$ cat src/hw/rtl/rmf_pkg.sv
// Shared definitions for the recursive lock with a waiting queue.
// Holds default sizes, action codes and status codes; depends on nothing.
`timescale 1ns / 1ps

package rmf_pkg;

   localparam int DEF_ID_WIDTH    = 8;
   localparam int DEF_COUNT_WIDTH = 16;
   localparam int DEF_QUEUE_DEPTH = 16;

   localparam int STATUS_WIDTH = 4;
   localparam int ACTION_WIDTH = 2;

   // Only the high bit of the action selects unlock.
   localparam logic [ACTION_WIDTH-1:0] ACT_LOCK     = 2'd0;
   localparam logic [ACTION_WIDTH-1:0] ACT_TRY_LOCK = 2'd1;
   localparam int                      ACT_UNLOCK_BIT = 1;

   typedef enum logic [STATUS_WIDTH-1:0] {
      ST_ACQUIRED   = 4'd0,
      ST_QUEUED     = 4'd1,
      ST_BUSY       = 4'd2,
      ST_RELEASED   = 4'd3,
      ST_FREED      = 4'd4,
      ST_HANDED     = 4'd5,
      ST_OVERFLOW   = 4'd6,
      ST_NOT_OWNER  = 4'd7,
      ST_QUEUE_FULL = 4'd8
   } status_type;

endpackage

$ cat src/hw/rtl/rmf_ram.sv
// Generic single-port-write, single-port-read RAM with a registered read.
// Used for the waiting queue; depends on nothing.
`timescale 1ns / 1ps

module rmf_ram #(
   parameter int WIDTH = 8,
   parameter int DEPTH = 16,
   localparam int AW = (DEPTH > 1) ? $clog2(DEPTH) : 1
) (
   input  logic             clock,
   input  logic             wr_en,
   input  logic [AW-1:0]    wr_addr,
   input  logic [WIDTH-1:0] wr_data,
   input  logic             rd_en,
   input  logic [AW-1:0]    rd_addr,
   output logic [WIDTH-1:0] rd_data
);

   logic [WIDTH-1:0] mem [DEPTH];
   logic [WIDTH-1:0] rd_data_ff;

   always_ff @(posedge clock) begin
      if (wr_en) begin
         mem[wr_addr] <= wr_data;
      end
      if (rd_en) begin
         rd_data_ff <= mem[rd_addr];
      end
   end

   assign rd_data = rd_data_ff;

endmodule

$ cat src/hw/rtl/recursive_mutex_fifo_handoff.sv
// Top level of the recursive lock: owner, recursion count and request sequencer.
// Depends on rmf_pkg and on rmf_ram, which holds the queue of waiters.
`timescale 1ns / 1ps
//
//  channel  direction  handshake              payload
//  req      in         req_valid / req_ready  action, requester_id
//  rsp      out        rsp_valid / rsp_ready  status, wake, owner, depth, waiters
//
//  Each request passes two states: S_IDLE captures it and reads the queue head
//  from the RAM, S_EXEC decides and writes back; the registered read needs this.
//  A new request is taken while an earlier beat still waits on rsp; the
//  decision cycle stalls only while that beat has not been taken.
//  Synchronous reset frees the lock and empties the queue; no clearing pass.

module recursive_mutex_fifo_handoff
   import rmf_pkg::*;
#(
   parameter int ID_WIDTH    = DEF_ID_WIDTH,
   parameter int COUNT_WIDTH = DEF_COUNT_WIDTH,
   parameter int QUEUE_DEPTH = DEF_QUEUE_DEPTH,
   localparam int QW = (QUEUE_DEPTH > 1) ? $clog2(QUEUE_DEPTH) : 1,
   localparam int FW = $clog2(QUEUE_DEPTH + 1)
) (
   input  logic                    clock,
   input  logic                    reset,
   input  logic                    req_valid,
   output logic                    req_ready,
   input  logic [ACTION_WIDTH-1:0] req_action,
   input  logic [ID_WIDTH-1:0]     req_requester_id,
   output logic                    rsp_valid,
   input  logic                    rsp_ready,
   output logic [STATUS_WIDTH-1:0] rsp_status,
   output logic                    rsp_wake_valid,
   output logic [ID_WIDTH-1:0]     rsp_wake_id,
   output logic                    rsp_held,
   output logic [ID_WIDTH-1:0]     rsp_current_owner,
   output logic [COUNT_WIDTH-1:0]  rsp_depth_now,
   output logic [FW-1:0]           rsp_waiters_now
);

   typedef enum logic {S_IDLE, S_EXEC} state_type;

   state_type               state_ff, state_in;
   logic [ACTION_WIDTH-1:0] act_ff, act_in;
   logic [ID_WIDTH-1:0]     who_ff, who_in;

   logic                    owner_valid_ff, owner_valid_in;
   logic [ID_WIDTH-1:0]     owner_id_ff, owner_id_in;
   logic [COUNT_WIDTH-1:0]  count_ff, count_in;
   logic [QW-1:0]           head_ff, head_in;
   logic [QW-1:0]           tail_ff, tail_in;
   logic [FW-1:0]           fill_ff, fill_in;

   logic                    rsp_valid_ff, rsp_valid_in;
   status_type              status_ff, status_in;
   logic                    wake_valid_ff, wake_valid_in;
   logic [ID_WIDTH-1:0]     wake_id_ff, wake_id_in;

   logic                    accept;
   logic                    fire;
   logic                    push;
   logic [ID_WIDTH-1:0]     head_data;
   logic                    is_owner;

   assign req_ready = (state_ff == S_IDLE);
   assign accept    = req_valid && req_ready;
   assign fire      = (state_ff == S_EXEC) && (!rsp_valid_ff || rsp_ready);
   assign is_owner  = owner_valid_ff && (owner_id_ff == who_ff);

   function automatic logic [QW-1:0] next_slot(input logic [QW-1:0] p);
      logic [QW-1:0] r;
      r = (p == QW'(QUEUE_DEPTH - 1)) ? '0 : p + 1'b1;
      return r;
   endfunction

   // The head is read when a request is captured; writes only happen in the
   // decision cycle, so a read and a write never meet on the same entry.
   rmf_ram #(
      .WIDTH (ID_WIDTH),
      .DEPTH (QUEUE_DEPTH)
   ) u_queue (
      .clock   (clock),
      .wr_en   (push),
      .wr_addr (tail_ff),
      .wr_data (who_ff),
      .rd_en   (accept),
      .rd_addr (head_ff),
      .rd_data (head_data)
   );

   always_comb begin
      state_in       = state_ff;
      act_in         = act_ff;
      who_in         = who_ff;
      owner_valid_in = owner_valid_ff;
      owner_id_in    = owner_id_ff;
      count_in       = count_ff;
      head_in        = head_ff;
      tail_in        = tail_ff;
      fill_in        = fill_ff;
      rsp_valid_in   = rsp_valid_ff && !rsp_ready;
      status_in      = status_ff;
      wake_valid_in  = wake_valid_ff;
      wake_id_in     = wake_id_ff;
      push           = 1'b0;

      if (accept) begin
         act_in   = req_action;
         who_in   = req_requester_id;
         state_in = S_EXEC;
      end

      if (fire) begin
         state_in      = S_IDLE;
         rsp_valid_in  = 1'b1;
         wake_valid_in = 1'b0;
         wake_id_in    = '0;
         if (act_ff[ACT_UNLOCK_BIT]) begin
            if (!is_owner) begin
               status_in = ST_NOT_OWNER;
            end else if (count_ff > COUNT_WIDTH'(1)) begin
               count_in  = count_ff - 1'b1;
               status_in = ST_RELEASED;
            end else if (fill_ff == '0) begin
               owner_valid_in = 1'b0;
               owner_id_in    = '0;
               count_in       = '0;
               status_in      = ST_FREED;
            end else begin
               owner_id_in   = head_data;
               count_in      = COUNT_WIDTH'(1);
               head_in       = next_slot(head_ff);
               fill_in       = fill_ff - 1'b1;
               wake_valid_in = 1'b1;
               wake_id_in    = head_data;
               status_in     = ST_HANDED;
            end
         end else if (!owner_valid_ff) begin
            owner_valid_in = 1'b1;
            owner_id_in    = who_ff;
            count_in       = COUNT_WIDTH'(1);
            status_in      = ST_ACQUIRED;
         end else if (is_owner) begin
            if (count_ff == '1) begin
               status_in = ST_OVERFLOW;
            end else begin
               count_in  = count_ff + 1'b1;
               status_in = ST_ACQUIRED;
            end
         end else if (act_ff == ACT_TRY_LOCK) begin
            status_in = ST_BUSY;
         end else if (fill_ff == FW'(QUEUE_DEPTH)) begin
            status_in = ST_QUEUE_FULL;
         end else begin
            push      = 1'b1;
            tail_in   = next_slot(tail_ff);
            fill_in   = fill_ff + 1'b1;
            status_in = ST_QUEUED;
         end
      end
   end

   always_ff @(posedge clock) begin
      if (reset) begin
         state_ff       <= S_IDLE;
         owner_valid_ff <= 1'b0;
         owner_id_ff    <= '0;
         count_ff       <= '0;
         head_ff        <= '0;
         tail_ff        <= '0;
         fill_ff        <= '0;
         rsp_valid_ff   <= 1'b0;
      end else begin
         state_ff       <= state_in;
         owner_valid_ff <= owner_valid_in;
         owner_id_ff    <= owner_id_in;
         count_ff       <= count_in;
         head_ff        <= head_in;
         tail_ff        <= tail_in;
         fill_ff        <= fill_in;
         rsp_valid_ff   <= rsp_valid_in;
      end
      act_ff        <= act_in;
      who_ff        <= who_in;
      status_ff     <= status_in;
      wake_valid_ff <= wake_valid_in;
      wake_id_ff    <= wake_id_in;
   end

   // The result beat reflects the lock state written by the same decision.
   assign rsp_valid         = rsp_valid_ff;
   assign rsp_status        = status_ff;
   assign rsp_wake_valid    = wake_valid_ff;
   assign rsp_wake_id       = wake_id_ff;
   assign rsp_held          = owner_valid_ff;
   assign rsp_current_owner = owner_valid_ff ? owner_id_ff : '0;
   assign rsp_depth_now     = count_ff;
   assign rsp_waiters_now   = fill_ff;

   a_fill_bound: assert property (@(posedge clock) disable iff (reset)
      fill_ff <= FW'(QUEUE_DEPTH))
      else $error("queue fill beyond depth");

   a_wake_handed: assert property (@(posedge clock) disable iff (reset)
      rsp_valid && rsp_wake_valid |-> rsp_status == ST_HANDED)
      else $error("wake without hand-off");

   a_free_clean: assert property (@(posedge clock) disable iff (reset)
      !owner_valid_ff |-> count_ff == '0 && owner_id_ff == '0)
      else $error("free lock keeps owner or count");

   a_one_at_a_time: assert property (@(posedge clock) disable iff (reset)
      accept |=> !req_ready)
      else $error("second request taken before decision");

   a_fill_step: assert property (@(posedge clock) disable iff (reset)
      !fire |=> $stable(fill_ff) && $stable(head_ff) && $stable(tail_ff))
      else $error("queue moved outside a decision");

endmodule
$ cat config.mk
export PLATFORM = sky130hd
export DESIGN_NAME = recursive_mutex_fifo_handoff
export DESIGN_NICKNAME = d
export VERILOG_FILES = /design/src/hw/rtl/rmf_pkg.sv /design/src/hw/rtl/rmf_ram.sv /design/src/hw/rtl/recursive_mutex_fifo_handoff.sv
export SDC_FILE = /design/constraint.sdc
export NUM_CORES = 1
export LEC_CHECK = 0
export BUFFER_PORTS_ARGS = -buffer_cell sky130_fd_sc_hd__buf_4
export CAP_MARGIN = 30
export CELL_PAD_IN_SITES_DETAIL_PLACEMENT = 0
export CELL_PAD_IN_SITES_GLOBAL_PLACEMENT = 1
export CORE_ASPECT_RATIO = 1.75
export CORE_MARGIN = 5
export CORE_UTILIZATION = 40
export DETAILED_ROUTE_END_ITERATION = 10
export GPL_TIMING_DRIVEN = 0
export PLACE_DENSITY = 0.65
export SLEW_MARGIN = 10
export SYNTH_ARGS = -nofsm -noshare
export SYNTH_HDL_FRONTEND = slang
export SYNTH_SLANG_ARGS = --single-unit
$ cat constraint.sdc
create_clock -name clock -period 3.2 [get_ports clock]
set_input_delay 0.8 -clock clock [delete_from_list [all_inputs] [get_ports clock]]
set_output_delay 0.8 -clock clock [all_outputs]
set_load 0.005 [all_outputs]
Yosys cells after proc, flatten, opt, wreduce, memory -nomap -nowiden:

Memories as Yosys holds them, arrays and structs flattened. A register that Yosys moved wholly into a read port is not among the register bits.
Index checks and enable logic that the tools add are counted.

* div/mod/pow operators: 0
* order comparisons: 1
* shift operators: 0
* reductions and logical operators: 17
* eq/ne operators: 16
* bitwise operators: 7
* add/subtract/negate cells: 6
* multipliers: 0
* mux-type cells: 46

Operators with widths (count)
* $mux 16: 6
* $mux 8: 6
* $mux 5: 8
* $mux 4: 7
* $add 16x1->16 const B: 1
* $eq 16x16->1 const B: 1
* $gt 16x1->1 const B: 1
* $mux 1: 16
* $sub 16x1->16 const B: 1
* $ne 2x2->1 const B: 6
* $reduce_and 4->1: 3
* $mux 3: 3
* $add 4x1->4 const B: 2
* $eq 4x4->1 const B: 2
* $eq 8x8->1: 1
* $reduce_and 8->1: 1
* $not 1->1: 7
* $ne 2x1->1 const B: 3
* $reduce_and 6->1: 1
* $add 5x1->5 const B: 1
* $eq 5x5->1 const B: 1
* $logic_not 5->1: 1
* $reduce_and 5->1: 1
* $sub 5x1->5 const B: 1
* other kinds (8): 12

* output and inout bits: 45
* RAM bits: 128
* memory bits (read-only): 0
* latch bits: 0
* bits in registers: 63
* memories: 1
* bits of input ports: 14

Memories
* u_queue.mem: depth 16, width 8, rd ports 1, clocked after Yosys merged registers in 1, wr ports 1, line rmf_ram.sv:19 `logic [WIDTH-1:0] mem [DEPTH];`

Logic depth before layout (Yosys ltp):

* word-level depth: 9
* gate-level depth with buffers: 10

Hierarchy:

From an unflattened synthesis, not the netlist that was laid out.

* cell total of the unflattened synthesis: 644
* area total of the unflattened synthesis: 8906.0 um^2

By module, submodules not included
* rmf_ram: times used 1, sequential area each 4083.9 um^2, area each 5227.5 um^2, cells each 229
* recursive_mutex_fifo_handoff: times used 1, sequential area each 1491.4 um^2, area each 3678.5 um^2, cells each 415

Worst setup path after synthesis:

Ideal clock, no wire load.

* path type: input-to-reg
* from: input rsp_ready
* to: memory u_queue.mem[2][0] (enable)
* setup time: 0.383 ns
* data arrival time: 2.520 ns
* required time: 2.817 ns
* stages on the path: 6
* setup slack: 0.297 ns
* path through: nand2b_1 -> nand3_1 -> a2111o_1 -> nor2_1 -> nand2_1 -> nor3_1

* word-level cells in the longest chain between the ends: 5

Ends and longest elaborated chain
* start: declaration: line recursive_mutex_fifo_handoff.sv:31 `input logic rsp_ready,`
* $logic_or 1x1->1: line recursive_mutex_fifo_handoff.sv:67 `assign fire = (state_ff == S_EXEC) && (!rsp_valid_ff || rsp_ready);`
* $logic_and 1x1->1: line recursive_mutex_fifo_handoff.sv:67
* $mux 1: line recursive_mutex_fifo_handoff.sv:113 `if (fire) begin`
* $mux 1: line rmf_ram.sv:23 `if (wr_en) begin`
* $mux 1 (implied by the code): line rmf_ram.sv:24 `mem[wr_addr] <= wr_data;`
* end: declaration: line rmf_ram.sv:19

Every way passes these cells.

Worst setup path after layout:

* from: register owner_valid_ff (netlist: rsp_held)
* to: memory u_queue.mem[11][2] (enable)

* word-level cells in the longest chain between the ends: 7

Ends and longest elaborated chain
* start: declaration: line recursive_mutex_fifo_handoff.sv:47 `logic owner_valid_ff, owner_valid_in;`
* start signal: assignment: line recursive_mutex_fifo_handoff.sv:175 `owner_valid_ff <= owner_valid_in;`
* $logic_and 1x1->1: line recursive_mutex_fifo_handoff.sv:68 `assign is_owner = owner_valid_ff && (owner_id_ff == who_ff);`
* $mux 1: line recursive_mutex_fifo_handoff.sv:143 `end else if (is_owner) begin`
* $mux 1 (*): line recursive_mutex_fifo_handoff.sv:138 `end else if (!owner_valid_ff) begin`
* $mux 1 (*): line recursive_mutex_fifo_handoff.sv:118 `if (act_ff[ACT_UNLOCK_BIT]) begin`
* $mux 1 (*): line recursive_mutex_fifo_handoff.sv:113
* $mux 1 (*): line rmf_ram.sv:23
* $mux 1 (implied by the code) (*): line rmf_ram.sv:24

Every way passes the cells marked *; elsewhere a longest branch is shown, timed or not.

==> results.cfg <==
[worst_setup_path]
cp.required_ps = 3260
start_kind = flip-flop
r2r-start = rsp_held
crit_arrival_ps = 3150
worst_r2r_endpoint = u_queue.mem[11][2]
worstSetupPathType = flip-flop to flip-flop
end_kind = flip-flop
crit_fanout = 9
ff2ff_path_depth = 6
r2r_setup_slack_ps = 100

[routing]
route.detailed.drc = 0
vias = 5657
drt_wl_total_um = 24000
vias_per_cell = 5.54
drt_iter0_markers = 465
dr.pass1.iters = 8
wl_per_cell_um = 23.5
ant_nets = 0

[place]
dp_hpwl_um = 18000
placed_area_um2 = 9650
place_ws_ps = -249
port-buffer-count = 58
routabilityCongestion = 0.888
dpl.cell_count = 977

[sta]
period_share_pct = 96.8
hold_viol = 0
slew-limit-headroom_pct = 39.3
max_freq_mhz = 323
max_slew.worst_pin.slew_ps = 907
setup_ws_ps = 104
tns_ps = 0
setup-violations-final = 0
finalCriticalPeriod_ps = 3100
rsz0062_at_grt = true
skew_ps = 14.5
drv_slew = 0

[grt]
grt_max_degree = 19
overflow = 0
antenna_found_initial = 0
grt_pass1_wl_um = 35800
track_usage_pct = 19.9
grt_pass1_vias = 5803

[flow_run]
drv_cap = 0

[floorplanning]
die_h_um = 206
fp.coreArea_um2 = 21600
die_w_um = 122
io-pin-count = 59
dieArea_um2 = 25200
initial_core_util_pct = 40.8
num_rows = 71

[power]
vdd_drop_max_v = 0.000338
p_leak_uw = 0.00345
p_per_area_nw_per_um2 = 513

[logic_synthesis]
ys_types = 66
synth_ff_type = edfxtp_1
yosysSeqAreaShare_pct = 63.3
synth_edf_count = 159
synth_nets = 650
syn_area_um2 = 8800
ys_warn_count = 0
synth_cells = 624
synth_area_per_cell_um2 = 14.1
synth_seq_cells = 199
async_reset_ff_share_pct = 0

[final_layout]
fill_cells = 1916
multi_input_area_um2 = 3010
seq_area_um2 = 5580
diodes = 0
fin_nets = 742
drive_gt1_share_pct = 24.3
syn2layout_area_growth_pct = 17.0
stdcell_area_um2 = 10300
stdcell_count = 1021

[clocking]
ctsHoldBuffers = 0
cts_tree = done
clk_pin_slew_ps = 70
clk-insertion-delay-late_ps = 440
cts_sinks = 199
cts_max_level = 4
cts-root-buf = clkbuf_16
clockBufferDepth = 2
cts_inserted_buffers = 17

[status]
outcome = finished, final reports clean

[worst_hold_path]
hold_path.class = input port to flip-flop
hp-start = req_requester_id[3]
whs_path_depth = 1
min_to = who_ff[3]
through the flow:
step	utilization, %	power (µW)	hold WS, ps
2_1_floorplan	-	3180	495
3_3_place_gp	44.5	3350	528
3_5_place_dp	44.7	3370	531
4_1_cts	47.2	5320	517
5_1_grt	47.7	5480	510
6_report	47.7	5290	537
report_power, final:
part	leakage [µW]	total [µW]	switching [µW]	internal [µW]
logic	0.00143	453	294	159
clock network	0.000255	1970	946	1020
registers	0.00177	2870	34.8	2830
placed cells by master (no fill, tap or decap), types with 4 or more instances in the layout:
master	netlist	routed
edfxtp_1	159	159
buf_4	1	72
nor2_1	55	48
mux4_2	40	40
dfxtp_1	40	40
a21oi_1	38	38
clkbuf_1	27	31
nand2_1	23	23
nor3_1	21	18
inv_1	17	17
clkbuf_16	0	17
and3_1	15	15
a211oi_1	15	15
nand3_1	14	14
and2_1	12	12
xor2_1	11	11
ha_1	11	11
o21ai_0	9	9
buf_2	8	8
nor4_1	8	8
nand4_1	8	8
nor2_2	1	8
a22oi_1	8	8
xnor2_1	7	7
a31oi_1	6	6
o31ai_1	5	5
nand2b_1	5	5
mux2i_1	5	5
nor3_2	1	4
cell families after synthesis:
group           Yosys count  synth area share [%]
compound gates          116                  9.14
xor+xnor                 18                  1.79
fa+ha+maj                12                  1.79
buf+inv                  59                  2.94
flops                   199                  63.3
mux                      46                  11.0
simple gates            174                  10.1
worst max-delay path by stage:
stage,slack (ps),endpoint,startpoint,cells past startpoint
2_1_floorplan,300,u_queue.mem[2][0],rsp_ready,6
4_1_cts,3,u_queue.mem[0][4],who_ff[1],8
5_1_grt,-90,u_queue.mem[15][3],rsp_held,6
3_5_place_dp,-250,u_queue.mem[13][1],rsp_ready,7
6_report,100,u_queue.mem[11][2],rsp_held,6
3_3_place_gp,-500,u_queue.mem[3][4],rsp_ready,7
layout make-up:
cell class / instances / share of cell area [%]
inverters: 17 / 0.620
well taps: 292 / 3.55
clock buffers: 22 / 4.41
repair buffers: 73 / 5.52
clock inverters: 10 / 0.705
plain buffers: 42 / 1.90
flip-flops and latches: 199 / 54.1
multi-input cells: 366 / 29.2
per-layer routing:
layer	up-vias	GRT usage [%]	wire, µm
li1	2623	-	-
met5	-	0	0
met3	48	2.93	653
met4	0	10.5	993
met2	133	39.8	14600
met1	2853	18.8	7780
critical path: stages (launching register included):
cell      delay [ps]
dfxtp_1          350
clkbuf_1         320
inv_1            180
nor2_1           550
and3_1           280
nand3_1          250
nor2_1           780
registers in the layout, indices dropped and copies added, names as in the netlist:
signal,count
owner_id_ff,8
head_ff,4
u_queue.rd_data,8
rsp_wake_valid,1
rsp_status,4
act_ff,2
who_ff,8
rsp_waiters_now,5
tail_ff,4
rsp_wake_id,8
rsp_valid,1
u_queue.mem,128
state_ff,1
rsp_held,1
rsp_depth_now,16
synthesized netlist by cell type (all sizes together) (3+ instances only):
cell	n	share of area [%]
a31oi	6	0.43
o31ai	5	0.43
edfxtp	159	54
and2	12	0.85
a22o	3	0.30
nor3	22	1.3
xor2	11	1.1
a21oi	39	2.3
nand2	23	0.98
nor2	56	2.4
a22oi	8	0.68
xnor2	7	0.70
nand4	8	0.57
ha	11	1.6
inv	17	0.72
dfxtp	40	9.1
clkbuf	28	1.2
mux2i	6	0.72
o221ai	3	0.50
mux4	40	10
or3	3	0.21
a211oi	15	1.3
o21ai	10	0.57
nor4	10	0.95
nand2b	5	0.36
and3	15	1.1
nand3	14	0.80
o211ai	4	0.40
buf	14	1.0
what timing repair did:
| item | 4_1_cts | 5_1_grt |
|---|---|---|
| buffers inserted | 0 | 12 |
| pin swaps | 0 | 0 |
| setup endpoints to repair | 47 | 95 |
| resized for setup | 8 | 0 |
| hold endpoints to repair | 0 | 0 |
Note: power is estimated with default switching activity, not from simulation.
